===== config.mk =====
export PLATFORM = sky130hd
export DESIGN_NAME = timer_queue_scheduler_core
export DESIGN_NICKNAME = d
export VERILOG_FILES = /design/src/hdl/tqs_pkg.sv /design/src/hdl/tqs_datapath.sv /design/src/hdl/tqs_ctrl.sv /design/src/hdl/timer_queue_scheduler_core.sv
export VERILOG_INCLUDE_DIRS = /design/src /design/src/hdl
export SDC_FILE = /design/constraint.sdc
export NUM_CORES = 1
export LEC_CHECK = 0
export ABC_AREA = 1
export BUFFER_PORTS_ARGS = -buffer_cell sky130_fd_sc_hd__buf_2
export CELL_PAD_IN_SITES_DETAIL_PLACEMENT = 2
export CELL_PAD_IN_SITES_GLOBAL_PLACEMENT = 2
export CORE_MARGIN = 2
export CORE_UTILIZATION = 30
export CTS_CLUSTER_SIZE = 8
export DETAILED_ROUTE_END_ITERATION = 7
export PLACE_DENSITY_LB_ADDON = 0.1
export SYNTH_ARGS = -nofsm -noshare
export SYNTH_HDL_FRONTEND = slang
export SYNTH_HIERARCHICAL = 1
export SYNTH_SLANG_ARGS = --single-unit

===== constraint.sdc =====
create_clock -name clk -period 14.26 [get_ports clk]
set_clock_uncertainty 0.15 [all_clocks]
set_input_delay 0 -clock clk [delete_from_list [all_inputs] [get_ports clk]]
set_output_delay 0 -clock clk [all_outputs]
set_load 0.1 [all_outputs]

===== src/hdl/timer_queue_scheduler_core_macros.svh =====
// assertion macros shared by the timer queue scheduler modules
`ifndef TIMER_QUEUE_SCHEDULER_CORE_MACROS_SVH
`define TIMER_QUEUE_SCHEDULER_CORE_MACROS_SVH

// condition that must hold on every clock edge out of reset
`define TQS_ASSERT_ALWAYS(lbl, clk, rst_n, cond) \
	lbl: assert property (@(posedge clk) disable iff (!rst_n) (cond)) \
		else $error("assertion failed: lbl");

// antecedent implies consequent on the next clock edge
`define TQS_ASSERT_NEXT(lbl, clk, rst_n, ante, cons) \
	lbl: assert property (@(posedge clk) disable iff (!rst_n) (ante) |=> (cons)) \
		else $error("assertion failed: lbl");

// antecedent implies consequent on the same clock edge
`define TQS_ASSERT_SAME(lbl, clk, rst_n, ante, cons) \
	lbl: assert property (@(posedge clk) disable iff (!rst_n) (ante) |-> (cons)) \
		else $error("assertion failed: lbl");

`endif


===== src/hdl/tqs_pkg.sv =====
// shared types and constants of the timer queue scheduler
package tqs_pkg;

	localparam int TIMER_SLOTS = 16;
	localparam int ACTION_BITS = 16;
	localparam int SLOT_W      = (TIMER_SLOTS > 1) ? $clog2(TIMER_SLOTS) : 1;

	localparam logic [23:0] REM_MAX = 24'hFF_FFFF;
	localparam logic [31:0] KEY_BIAS = 32'h8000_0000;

	typedef logic [SLOT_W-1:0]      slot_idx_t;
	typedef logic [ACTION_BITS-1:0] act_t;

	typedef enum logic [1:0] {
		M_ADD    = 2'd0,
		M_CANCEL = 2'd1,
		M_TICK   = 2'd2,
		M_QUERY  = 2'd3
	} mode_t;

	typedef enum logic [2:0] {
		K_ADDED     = 3'd0,
		K_FULL      = 3'd1,
		K_CANCEL    = 3'd2,
		K_EXPIRED   = 3'd3,
		K_NEXT      = 3'd4,
		K_TICK_DONE = 3'd5
	} kind_t;

	typedef enum logic [1:0] {
		ST_IDLE,
		ST_EXEC,
		ST_SCAN,
		ST_DECIDE
	} ctrl_state_t;

	typedef struct packed {
		logic [1:0]  mode;
		logic [31:0] now_ms;
		logic [23:0] delay_ms;
		logic [15:0] callback_id;
		logic [3:0]  handle;
	} in_item_t;

	typedef struct packed {
		logic [2:0]  kind;
		logic [3:0]  slot;
		logic [15:0] action_id;
		logic [23:0] remaining_ms;
		logic        last;
	} out_item_t;

	typedef struct packed {
		logic  cap_in;
		logic  scan_start;
		logic  free_best;
		logic  do_add;
		logic  do_cancel;
		logic  emit;
		kind_t emit_kind;
		logic  emit_last;
	} dp_cmd_t;

	typedef struct packed {
		mode_t mode;
		logic  out_free;
		logic  table_full;
		logic  scan_done;
		logic  best_vld;
		logic  best_armed;
		logic  best_due;
	} dp_status_t;

	function automatic logic [3:0] slot_to_out(slot_idx_t idx);
		logic [31:0] w;
		w = 32'(idx);
		return w[3:0];
	endfunction

	function automatic logic [15:0] act_to_out(act_t a);
		logic [31:0] w;
		w = 32'(a);
		return w[15:0];
	endfunction

endpackage


===== src/hdl/tqs_datapath.sv =====
// timer table, head search scan and result register of the timer queue scheduler
`include "timer_queue_scheduler_core_macros.svh"

module tqs_datapath (
	input  logic                 clk,
	input  logic                 arst_n,
	input  tqs_pkg::in_item_t    item,
	input  logic                 result_ready,
	output logic                 result_valid,
	output tqs_pkg::out_item_t   result,
	input  tqs_pkg::dp_cmd_t     cmd,
	output tqs_pkg::dp_status_t  status
);

	tqs_pkg::in_item_t in_q;

	logic [31:0]       due_mem [tqs_pkg::TIMER_SLOTS];
	tqs_pkg::act_t     act_mem [tqs_pkg::TIMER_SLOTS];
	logic [tqs_pkg::TIMER_SLOTS-1:0] occupied_q;
	logic [tqs_pkg::TIMER_SLOTS-1:0] armed_q;

	tqs_pkg::slot_idx_t scan_cnt_q;
	logic               scan_busy_q;

	logic [31:0]        rd_due_s1;
	tqs_pkg::act_t      rd_act_s1;
	tqs_pkg::slot_idx_t rd_idx_s1;
	logic               rd_vld_s1;
	logic               rd_last_s1;

	logic               best_vld_q;
	logic [31:0]        best_key_q;
	tqs_pkg::slot_idx_t best_idx_q;
	tqs_pkg::act_t      best_act_q;

	logic               out_valid_q;
	tqs_pkg::out_item_t out_q;

	tqs_pkg::slot_idx_t free_idx;
	logic               free_found;
	logic [31:0]        rd_key;
	logic [31:0]        best_diff;
	logic               best_due;
	logic [23:0]        rem;
	logic               scan_last;
	logic               handle_ok;
	tqs_pkg::slot_idx_t handle_idx;
	tqs_pkg::out_item_t out_next;

	// lowest free slot
	always_comb begin
		free_idx   = '0;
		free_found = 1'b0;
		for (int i = tqs_pkg::TIMER_SLOTS - 1; i >= 0; i--) begin
			if (!occupied_q[i]) begin
				free_idx   = tqs_pkg::slot_idx_t'(i);
				free_found = 1'b1;
			end
		end
	end

	assign scan_last  = (scan_cnt_q == tqs_pkg::slot_idx_t'(tqs_pkg::TIMER_SLOTS - 1));
	assign rd_key     = (rd_due_s1 - in_q.now_ms) ^ tqs_pkg::KEY_BIAS;
	assign best_diff  = best_key_q ^ tqs_pkg::KEY_BIAS;
	assign best_due   = (best_diff == 32'd0) || best_diff[31];
	assign handle_ok  = (32'(in_q.handle) < 32'(tqs_pkg::TIMER_SLOTS));
	assign handle_idx = tqs_pkg::slot_idx_t'(in_q.handle);

	// time left saturates, overdue or empty queue reads zero
	always_comb begin
		if (!best_vld_q || best_due) begin
			rem = '0;
		end else if (best_diff > 32'(tqs_pkg::REM_MAX)) begin
			rem = tqs_pkg::REM_MAX;
		end else begin
			rem = best_diff[23:0];
		end
	end

	always_comb begin
		out_next      = '0;
		out_next.kind = cmd.emit_kind;
		out_next.last = cmd.emit_last;
		case (cmd.emit_kind)
			tqs_pkg::K_ADDED: begin
				out_next.slot = tqs_pkg::slot_to_out(free_idx);
			end
			tqs_pkg::K_EXPIRED: begin
				out_next.slot      = tqs_pkg::slot_to_out(best_idx_q);
				out_next.action_id = tqs_pkg::act_to_out(best_act_q);
			end
			tqs_pkg::K_NEXT: begin
				out_next.remaining_ms = rem;
			end
			default: begin
			end
		endcase
	end

	always_ff @(posedge clk) begin
		if (cmd.cap_in) begin
			in_q <= item;
		end
	end

	// table writes and registered reads at the scan address
	always_ff @(posedge clk) begin
		if (cmd.do_add && free_found) begin
			due_mem[free_idx] <= in_q.now_ms + 32'(in_q.delay_ms);
			act_mem[free_idx] <= tqs_pkg::act_t'(in_q.callback_id);
		end
		rd_due_s1 <= due_mem[scan_cnt_q];
		rd_act_s1 <= act_mem[scan_cnt_q];
		rd_idx_s1 <= scan_cnt_q;
	end

	always_ff @(posedge clk or negedge arst_n) begin
		if (!arst_n) begin
			occupied_q <= '0;
			armed_q    <= '0;
		end else begin
			if (cmd.do_add && free_found) begin
				occupied_q[free_idx] <= 1'b1;
				armed_q[free_idx]    <= 1'b1;
			end
			if (cmd.do_cancel && handle_ok && occupied_q[handle_idx]) begin
				armed_q[handle_idx] <= 1'b0;
			end
			if (cmd.free_best) begin
				occupied_q[best_idx_q] <= 1'b0;
				armed_q[best_idx_q]    <= 1'b0;
			end
		end
	end

	always_ff @(posedge clk or negedge arst_n) begin
		if (!arst_n) begin
			scan_cnt_q  <= '0;
			scan_busy_q <= 1'b0;
			rd_vld_s1   <= 1'b0;
			rd_last_s1  <= 1'b0;
			best_vld_q  <= 1'b0;
		end else begin
			rd_vld_s1  <= scan_busy_q;
			rd_last_s1 <= scan_busy_q && scan_last;
			if (cmd.scan_start) begin
				scan_cnt_q  <= '0;
				scan_busy_q <= 1'b1;
				best_vld_q  <= 1'b0;
			end else begin
				if (scan_busy_q) begin
					if (scan_last) begin
						scan_busy_q <= 1'b0;
					end else begin
						scan_cnt_q <= scan_cnt_q + 1'b1;
					end
				end
				// strict compare keeps the lower slot on ties
				if (rd_vld_s1 && occupied_q[rd_idx_s1] &&
						(!best_vld_q || rd_key < best_key_q)) begin
					best_vld_q <= 1'b1;
				end
			end
		end
	end

	always_ff @(posedge clk) begin
		if (rd_vld_s1 && occupied_q[rd_idx_s1] && (!best_vld_q || rd_key < best_key_q)) begin
			best_key_q <= rd_key;
			best_idx_q <= rd_idx_s1;
			best_act_q <= rd_act_s1;
		end
	end

	always_ff @(posedge clk or negedge arst_n) begin
		if (!arst_n) begin
			out_valid_q <= 1'b0;
		end else if (cmd.emit) begin
			out_valid_q <= 1'b1;
		end else if (result_ready) begin
			out_valid_q <= 1'b0;
		end
	end

	always_ff @(posedge clk) begin
		if (cmd.emit) begin
			out_q <= out_next;
		end
	end

	assign result_valid = out_valid_q;
	assign result       = out_q;

	assign status.mode       = tqs_pkg::mode_t'(in_q.mode);
	assign status.out_free   = !out_valid_q || result_ready;
	assign status.table_full = !free_found;
	assign status.scan_done  = rd_last_s1;
	assign status.best_vld   = best_vld_q;
	assign status.best_armed = armed_q[best_idx_q];
	assign status.best_due   = best_due;

	`TQS_ASSERT_ALWAYS(a_armed_occupied, clk, arst_n, (armed_q & ~occupied_q) == '0)
	`TQS_ASSERT_SAME(a_emit_room, clk, arst_n, cmd.emit, !out_valid_q || result_ready)
	`TQS_ASSERT_NEXT(a_scan_feeds_s1, clk, arst_n, scan_busy_q && !cmd.scan_start, rd_vld_s1)
	`TQS_ASSERT_SAME(a_free_valid_head, clk, arst_n, cmd.free_best, best_vld_q && !scan_busy_q)

endmodule


===== src/hdl/tqs_ctrl.sv =====
// sequencing state machine of the timer queue scheduler
module tqs_ctrl (
	input  logic                 clk,
	input  logic                 arst_n,
	input  logic                 item_valid,
	output logic                 item_ready,
	input  tqs_pkg::dp_status_t  status,
	output tqs_pkg::dp_cmd_t     cmd
);

	tqs_pkg::ctrl_state_t state_q;
	tqs_pkg::ctrl_state_t state_next;

	always_ff @(posedge clk or negedge arst_n) begin
		if (!arst_n) begin
			state_q <= tqs_pkg::ST_IDLE;
		end else begin
			state_q <= state_next;
		end
	end

	always_comb begin
		state_next     = state_q;
		item_ready     = 1'b0;
		cmd            = '0;
		cmd.emit_kind  = tqs_pkg::K_ADDED;
		case (state_q)
			tqs_pkg::ST_IDLE: begin
				item_ready = 1'b1;
				if (item_valid) begin
					cmd.cap_in = 1'b1;
					state_next = tqs_pkg::ST_EXEC;
				end
			end
			tqs_pkg::ST_EXEC: begin
				case (status.mode)
					tqs_pkg::M_ADD: begin
						if (status.out_free) begin
							cmd.do_add    = 1'b1;
							cmd.emit      = 1'b1;
							cmd.emit_last = 1'b1;
							cmd.emit_kind = status.table_full ? tqs_pkg::K_FULL
								: tqs_pkg::K_ADDED;
							state_next    = tqs_pkg::ST_IDLE;
						end
					end
					tqs_pkg::M_CANCEL: begin
						if (status.out_free) begin
							cmd.do_cancel = 1'b1;
							cmd.emit      = 1'b1;
							cmd.emit_last = 1'b1;
							cmd.emit_kind = tqs_pkg::K_CANCEL;
							state_next    = tqs_pkg::ST_IDLE;
						end
					end
					default: begin
						cmd.scan_start = 1'b1;
						state_next     = tqs_pkg::ST_SCAN;
					end
				endcase
			end
			tqs_pkg::ST_SCAN: begin
				if (status.scan_done) begin
					state_next = tqs_pkg::ST_DECIDE;
				end
			end
			tqs_pkg::ST_DECIDE: begin
				if (status.best_vld && !status.best_armed) begin
					// cancelled head leaves the queue, search again
					cmd.free_best  = 1'b1;
					cmd.scan_start = 1'b1;
					state_next     = tqs_pkg::ST_SCAN;
				end else if (status.out_free) begin
					cmd.emit = 1'b1;
					if (status.mode == tqs_pkg::M_TICK) begin
						if (status.best_vld && status.best_due) begin
							cmd.emit_kind  = tqs_pkg::K_EXPIRED;
							cmd.free_best  = 1'b1;
							cmd.scan_start = 1'b1;
							state_next     = tqs_pkg::ST_SCAN;
						end else begin
							cmd.emit_kind = tqs_pkg::K_TICK_DONE;
							cmd.emit_last = 1'b1;
							state_next    = tqs_pkg::ST_IDLE;
						end
					end else begin
						cmd.emit_kind = tqs_pkg::K_NEXT;
						cmd.emit_last = 1'b1;
						state_next    = tqs_pkg::ST_IDLE;
					end
				end
			end
			default: begin
				state_next = tqs_pkg::ST_IDLE;
			end
		endcase
	end

endmodule


===== src/hdl/timer_queue_scheduler_core.sv =====
// Timer queue scheduler: a table of TIMER_SLOTS timers (16) with lazy cancel. An add or a
// cancel is registered at its transfer and loads its result into the output register from
// the execute state once the output is free. Tick and query find the queue head by scanning
// every slot of the due-time table, one slot per cycle through a registered read port, and
// each head search ends in the decision state; a tick searches again after each expired
// timer and each dropped cancelled head, a query after each dropped cancelled head.
// The next item is taken as soon as the last result is loaded, while
// that result still waits at the output; a stalled output holds the search at its head.
module timer_queue_scheduler_core (
	input  logic                clk,
	input  logic                arst_n,
	input  logic                item_valid,
	output logic                item_ready,
	input  tqs_pkg::in_item_t   item,
	output logic                result_valid,
	input  logic                result_ready,
	output tqs_pkg::out_item_t  result
);

	tqs_pkg::dp_cmd_t    cmd;
	tqs_pkg::dp_status_t status;

	tqs_ctrl u_ctrl (
		.clk        (clk),
		.arst_n     (arst_n),
		.item_valid (item_valid),
		.item_ready (item_ready),
		.status     (status),
		.cmd        (cmd)
	);

	tqs_datapath u_datapath (
		.clk          (clk),
		.arst_n       (arst_n),
		.item         (item),
		.result_ready (result_ready),
		.result_valid (result_valid),
		.result       (result),
		.cmd          (cmd),
		.status       (status)
	);

endmodule


==> results of run 1 <==
-- critical path: stages, from the launching register on --
cell and delay, ns:
edfxtp_1 0.41, ha_1 0.22, inv_1 0.09, fa_1 0.25, nand3_1 0.10, nand2_1 0.13
a21oi_1 0.15, o21ai_1 0.40, nand2_1 0.11, nand2_1 0.15, nand3_1 0.09, nand2_1 0.15
nand3_1 0.09, nand2_1 0.08, xor2_1 0.19, ha_1 0.27, nand2_1 0.09, nor2_1 0.09
nand4_1 0.12, a21oi_1 0.07, a211oi_1 0.19, nand2_1 0.12, a21oi_4 0.12, buf_4 0.72
-- where the power goes --
group,internal (mW),switching (mW)
Combinational,1.08,3.33
Sequential,4.15,0.274
Clock,2.01,1.39
-- layout by cell type, fill, tap and decap left out, types with 9 or more instances in the layout --
cell type,n
dfxtp_1,52
nand2_1,253
o22ai_1,57
o211ai_1,42
ha_1,87
o221ai_1,158
buf_2,131
inv_1,218
inv_2,21
dfrtp_1,39
xnor2_1,13
xor2_1,43
clkbuf_1,95
nor3_1,12
nand3_1,100
buf_4,44
a21oi_1,140
nor2_1,482
o21bai_1,10
clkbuf_16,153
o21ai_0,436
dlygate4sd3_1,161
nand4_1,18
a22oi_1,9
edfxtp_1,946
-- worst max path at each step --
stage,end,slack (ns),cells after the start
CTS,u_datapath/best_act_q[12],9.09,23
detailed placement,u_datapath/best_act_q[7],9.13,23
finish,u_datapath/best_act_q[2],9.14,23
floorplan,u_datapath/handle_idx[0],7.73,1
global route,u_datapath/best_act_q[2],8.72,23
global placement,u_datapath/best_act_q[7],9.29,23
-- flip-flops by register name, summed over array words and instances, names as in the netlist, 2 cells and up --
register and count:
u_ctrl/state_q 2, u_datapath/in_q 72, u_datapath/act_mem 256, u_datapath/due_mem 512, u_datapath/best_key_q 32, u_datapath/rd_idx_s1 4, u_datapath/armed_q 16, u_datapath/handle_idx 4
u_datapath/rd_due_s1 32, u_datapath/status 2, u_datapath/best_act_q 16, u_datapath/result 48, u_datapath/rd_act_s1 16, u_datapath/scan_cnt_q 4, u_datapath/occupied_q 16, u_datapath/best_idx_q 4
-- metal layers --
| layer | part of all wire, % | vias to the layer above | global-route usage (%) |
|---|---|---|---|
| met5 | 0 | - | 0 |
| met4 | 2.4 | 0 | 5.942 |
| met3 | 3.2 | 228 | 2.885 |
| met2 | 49 | 553 | 34.87 |
| met1 | 45 | 15700 | 27.80 |
| li1 | - | 13109 | - |
-- cells by family after synthesis --
logic type / Yosys count / share of synthesized area [%]
compound gates: 890 / 12.52
simple gates: 894 / 8.505
buf+inv: 414 / 3.718
flops: 1041 / 71.37
xor+xnor: 61 / 1.249
fa+ha+maj: 89 / 2.639
-- cell type report --
cell class | count | area (sq um) | share of cell area, %
clock inverter | 13 | 230.2 | 0.4460
antenna | 2 | 5.005 | 0.009696
sequential | 1041 | 30540 | 59.16
multi-input combinational | 1934 | 10710 | 20.76
inverter | 242 | 918.4 | 1.779
clock buffer | 250 | 4213 | 8.161
timing repair buffer | 338 | 2638 | 5.110
tap | 1890 | 2365 | 4.581
-- through the flow --
| step | instance area, sq um | power, mW | utilization [%] |
|---|---|---|---|
| finish | 51620 | 12.24 | 36.46 |
| detailed placement | 45520 | 8.907 | 32.15 |
| floorplan | 42770 | 7.200 | - |
| CTS | 51580 | 12.40 | 36.43 |
| global route | 51620 | 12.95 | 36.46 |
| global placement | 45520 | 8.702 | 32.15 |
-- timing repair --
action / 4_1_cts / 5_1_grt
endpoints found under the hold margin: 182 / 0
endpoints found under the setup margin: 0 / 0
resized for setup: 0 / 0
hold buffers: 161 / 0
==> flow_summary.json, run 1 <==
{
  "status": "complete, no violations",
  "finalNonFillerCells": 5710,
  "synth_flop_cell": "edfxtp_1",
  "syn2layout_area_growth_pct": 20.70,
  "rsz0062_at_grt": "no",
  "grt_use_total_pct": 20.71,
  "io_buffers": 131,
  "crit_required_ns": 14.49,
  "drive_above_1_share_pct": 10.45,
  "die_w_microns": 381.6,
  "numCtsBuffers": 150,
  "rrSetupSlack_ns": 9.14,
  "synth_nets": 3560,
  "antenna_found_initial": 7,
  "max_freq_mhz": 195.3,
  "gp_congestion": 0.8417,
  "drtAntennaViolNets": 0,
  "reg2reg_depth": 23,
  "avgSynthCellArea_sq_um": 12.62,
  "max_cap_viol_count": 0,
  "min_path_type": "in2reg",
  "post-synth-top-count-cell": "edfxtp_1",
  "leakage_nw": 18.27,
  "synth_edf_count": 946,
  "wl_per_cell_microns": 26.64,
  "path_class": "reg2reg",
  "synth.distinct_cells": 46,
  "root_buffer": "clkbuf_16",
  "core-area_sq_um": 141600,
  "cts_setup_buffers": 0,
  "cts_num_sinks": 1041,
  "r2r-end": "u_datapath/best_act_q[2]",
  "postSynthCellCount": 3389,
  "worstMarginPinSlew_ns": 1.410,
  "crit_path_start_kind": "register",
  "rr_startpoint": "u_datapath/in_q[44]",
  "yosys-top-cells-count": "946 x edfxtp_1, 482 x nor2_1, 436 x o21ai_0",
  "synth_top_area_share_pct": 66.42,
  "yosys_warnings": 6,
  "critPathArrivalTime_ns": 5.35,
  "timing.final.crit_share_pct": 35.91,
  "fin_tns_setup_ns": 0,
  "setup_viol": 0,
  "initial_core_util_pct": 30.21,
  "grt_pass1_wl_mm": 222.7,
  "dieArea_sq_um": 145600,
  "htreeDepth": 4,
  "dp_hpwl_mm": 86.76,
  "placedCellCount": 5284,
  "async_reset_ff_share_pct": 4.131,
  "slew_headroom_pct": 5.701,
  "min_path_cells": 5,
  "clk_pin_slew_ns": 0.05,
  "boundaryPins": 132,
  "finalMaxSlewViolations": 0,
  "place_ws_ns": 9.126,
  "whs_ns": 0.05978,
  "hold_viol": 0,
  "drt_iter0_drc": 1685,
  "critPathMaxFanout": 52,
  "ir_worst_vdd_mv": 0.1875,
  "grt.overflow.total": 0,
  "synth-seq-cells": 1041,
  "cts_tree": "yes",
  "wl_mm": 152.1,
  "rows": 138,
  "fin_crit_ns": 5.121,
  "nNetsFinal": 3878,
  "avgViaCountPerCell": 5.182,
  "startpoint": "u_datapath/in_q[44]",
  "grt_start_max_net_pins": 200,
  "holdPathEnd": "u_datapath/result_valid",
  "synth_seq_area_share_pct": 71.37,
  "drc_errors": 0,
  "n_fill_cell": 14590,
  "critPathCaptureType": "register",
  "die-height_microns": 381.6,
  "synth_area_sq_um": 42770,
  "p_per_area_nw_per_um2": 237.1,
  "setup_slack_ns": 9.139,
  "worstSkewPairLatency_ns": 0.78,
  "hp-start": "result_ready",
  "dr_total_vias": 29590,
  "yosysTopAreaCell": "edfxtp_1",
  "synth.area.top_cells": "edfxtp_1 66%, o21ai_0 5.1%, nor2_1 4.2%",
  "grt_pass1_vias": 32623,
  "drt_first_pass_iters": 5,
  "cts_buffer_depth": 3
}
No activity file was read; power rests on OpenSTA's default activity.
==> inputs of run 2 (changes only) <==
- clock period: 14.26 -> 4.2 ns (I/O delays scaled with it)
==> flow_summary.json, run 2 (synthesized netlist as in run 1, its figures left out) <==
{
  "worstSkewPairLatency_ns": 0.77,
  "wl_mm": 153.1,
  "drive_above_1_share_pct": 15.19,
  "wl_met2_mm": 74.41,
  "critPathArrivalTime_ns": 4.49,
  "drt_first_pass_iters": 6,
  "die-height_microns": 381.6,
  "rows": 138,
  "top_regs": "u_datapath/due_mem x512, u_datapath/act_mem x256, u_datapath/in_q x72",
  "grt_pass1_wl_mm": 225.9,
  "status": "complete, no violations",
  "syn2layout_area_growth_pct": 25.06,
  "grt_pass1_vias": 33236,
  "placedCellCount": 5365,
  "dieArea_sq_um": 145600,
  "finalNonFillerCells": 5826,
  "clk_pin_slew_ns": 0.05,
  "grt.overflow.total": 0,
  "slew_headroom_pct": 15.33,
  "timing.final.crit_share_pct": 99.86,
  "grt_start_max_net_pins": 158,
  "cts_tree": "yes",
  "top_layer_used": "met4",
  "setup_slack_ns": 0.005697,
  "fin_crit_ns": 4.194,
  "die_w_microns": 381.6,
  "crit_path_start_kind": "register",
  "antenna_found_initial": 8,
  "p_per_area_nw_per_um2": 827.2,
  "wl_per_cell_microns": 26.27,
  "drt_iter0_drc": 1721,
  "io_buffers": 131,
  "htreeDepth": 4,
  "core-area_sq_um": 141600,
  "n_fill_cell": 14486,
  "final_common_cell": "edfxtp_1",
  "max_cap_viol_count": 0,
  "setup_viol": 0,
  "grt_use_total_pct": 20.98,
  "dp_hpwl_mm": 88.35,
  "gp_congestion": 0.8801,
  "numCtsBuffers": 149,
  "root_buffer": "clkbuf_16",
  "drc_errors": 0,
  "boundaryPins": 132,
  "drtAntennaViolNets": 0,
  "largest_reg_flops": 512,
  "leakage_nw": 19.03,
  "critPathSlowestCell": "ha_1",
  "worstMarginPinSlew_ns": 1.261,
  "critPathCaptureType": "register",
  "rsz0062_at_grt": "yes",
  "hold_viol": 0,
  "cts_buffer_depth": 3,
  "diodes": 0,
  "cts_num_sinks": 1041,
  "largest_register": "u_datapath/due_mem",
  "critPathMaxFanout": 8,
  "finalMaxSlewViolations": 0,
  "nNetsFinal": 3992,
  "dr_total_vias": 29949,
  "cp_cell_sequence": "inv_1 > ha_1 > nand4_1 > nor3_2 > nand3_2 > nand2_2 > a21oi_4 > o21ai_2 > xor2_2 > ha_1 > buf_4 > a21oi_1 > o21ai_1 > a211oi_2 > nand2_2 > a21oi_4 > buf_12 > buf_12 > buf_16",
  "avgViaCountPerCell": 5.141,
  "layout_common_cells": "946 x edfxtp_1, 479 x nor2_1, 426 x o21ai_0",
  "max_freq_mhz": 238.4,
  "drt-met1-wl_mm": 69.81,
  "ir_worst_vdd_mv": 0.5608,
  "crit_required_ns": 4.49,
  "min_path_type": "in2reg",
  "initial_core_util_pct": 30.21,
  "path_class": "reg2reg",
  "place_ws_ns": -0.2595,
  "cpPeakStageDelay_ns": 0.40,
  "route.met3.wl_mm": 5.272
}
[run 2: worst max-delay path: cells and delay by family (launching register included)]
kind / cells / cell delay, ns
AOI/OAI and AO/OA: 6 / 0.96
and+or+nand+nor: 5 / 0.86
adders and majority gates: 2 / 0.68
buffers and inverters: 5 / 0.63
DFF: 1 / 0.35
xor gates and xnor gates: 1 / 0.19
[run 2: area by class of cell]
| type | instances | area [sq um] | area share (%) |
|---|---|---|---|
| inverter | 242 | 922.1 | 1.724 |
| clock inverter | 13 | 225.2 | 0.4211 |
| timing repair buffer | 453 | 4093 | 7.652 |
| sequential | 1041 | 30540 | 57.10 |
| clock buffer | 253 | 4149 | 7.757 |
| tap | 1890 | 2365 | 4.421 |
| multi-input combinational | 1934 | 11190 | 20.93 |
[run 2: worst paths after layout]
check / startpoint / endpoint / slack, ns / depth (start not counted)
min reg2reg: u_datapath/rd_act_s1[11] / u_datapath/best_act_q[11] / 0.25 / 0
min: item_valid / u_ctrl/state_q[0] / 0.20 / 8
max: u_datapath/in_q[56] / u_datapath/best_act_q[12] / 0.006 / 19
max in group asynchronous: arst_n / u_datapath/scan_cnt_q[1] / 3.06 / 4
max reg2reg: u_datapath/in_q[56] / u_datapath/best_act_q[12] / 0.006 / 19
min in group asynchronous: arst_n / u_datapath/armed_q[6] / 0.31 / 4
[run 2: routing by layer]
layer  vias to the layer above  track usage (%)
met5                         -                0
met4                         0            5.628
met3                       201            2.757
met2                       578            35.46
met1                     15801            28.30
li1                      13369                -
[run 2: where the power goes]
group / internal (mW) / total (mW) / leakage (nW) / switching, mW
Sequential: 14.1 / 15.0 / 9.48 / 0.910
Combinational: 5.57 / 17.9 / 7.47 / 12.3
Clock: 6.72 / 11.4 / 2.08 / 4.64
Total: 26.3 / 44.2 / 19.0 / 17.9
[run 2: through the flow]
| step | setup TNS (ns) | total power [mW] | cell area (sq um) | hold WS, ns | util (%) |
|---|---|---|---|---|---|
| floorplan | 0 | 24.42 | 42790 | -0.4456 | - |
| global placement | -3.035 | 30.36 | 46590 | 0.008295 | 32.91 |
| detailed placement | -11.50 | 31.00 | 46590 | 0.02133 | 32.91 |
| CTS | -0.4395 | 44.00 | 52990 | 0.1480 | 37.43 |
| global route | -6.362 | 46.79 | 53480 | 0.2554 | 37.77 |
| finish | 0 | 44.24 | 53480 | 0.1999 | 37.77 |
[run 2: what timing repair did]
action                                 in CTS  in global routing
setup buffers                              16                 15
endpoints found under the hold margin     187                  0
resized for setup                          53                 74
hold buffers                              161                  0
gates cloned                                3                  0
setup endpoints to repair                  52                 52
pin swaps                                  20                 37
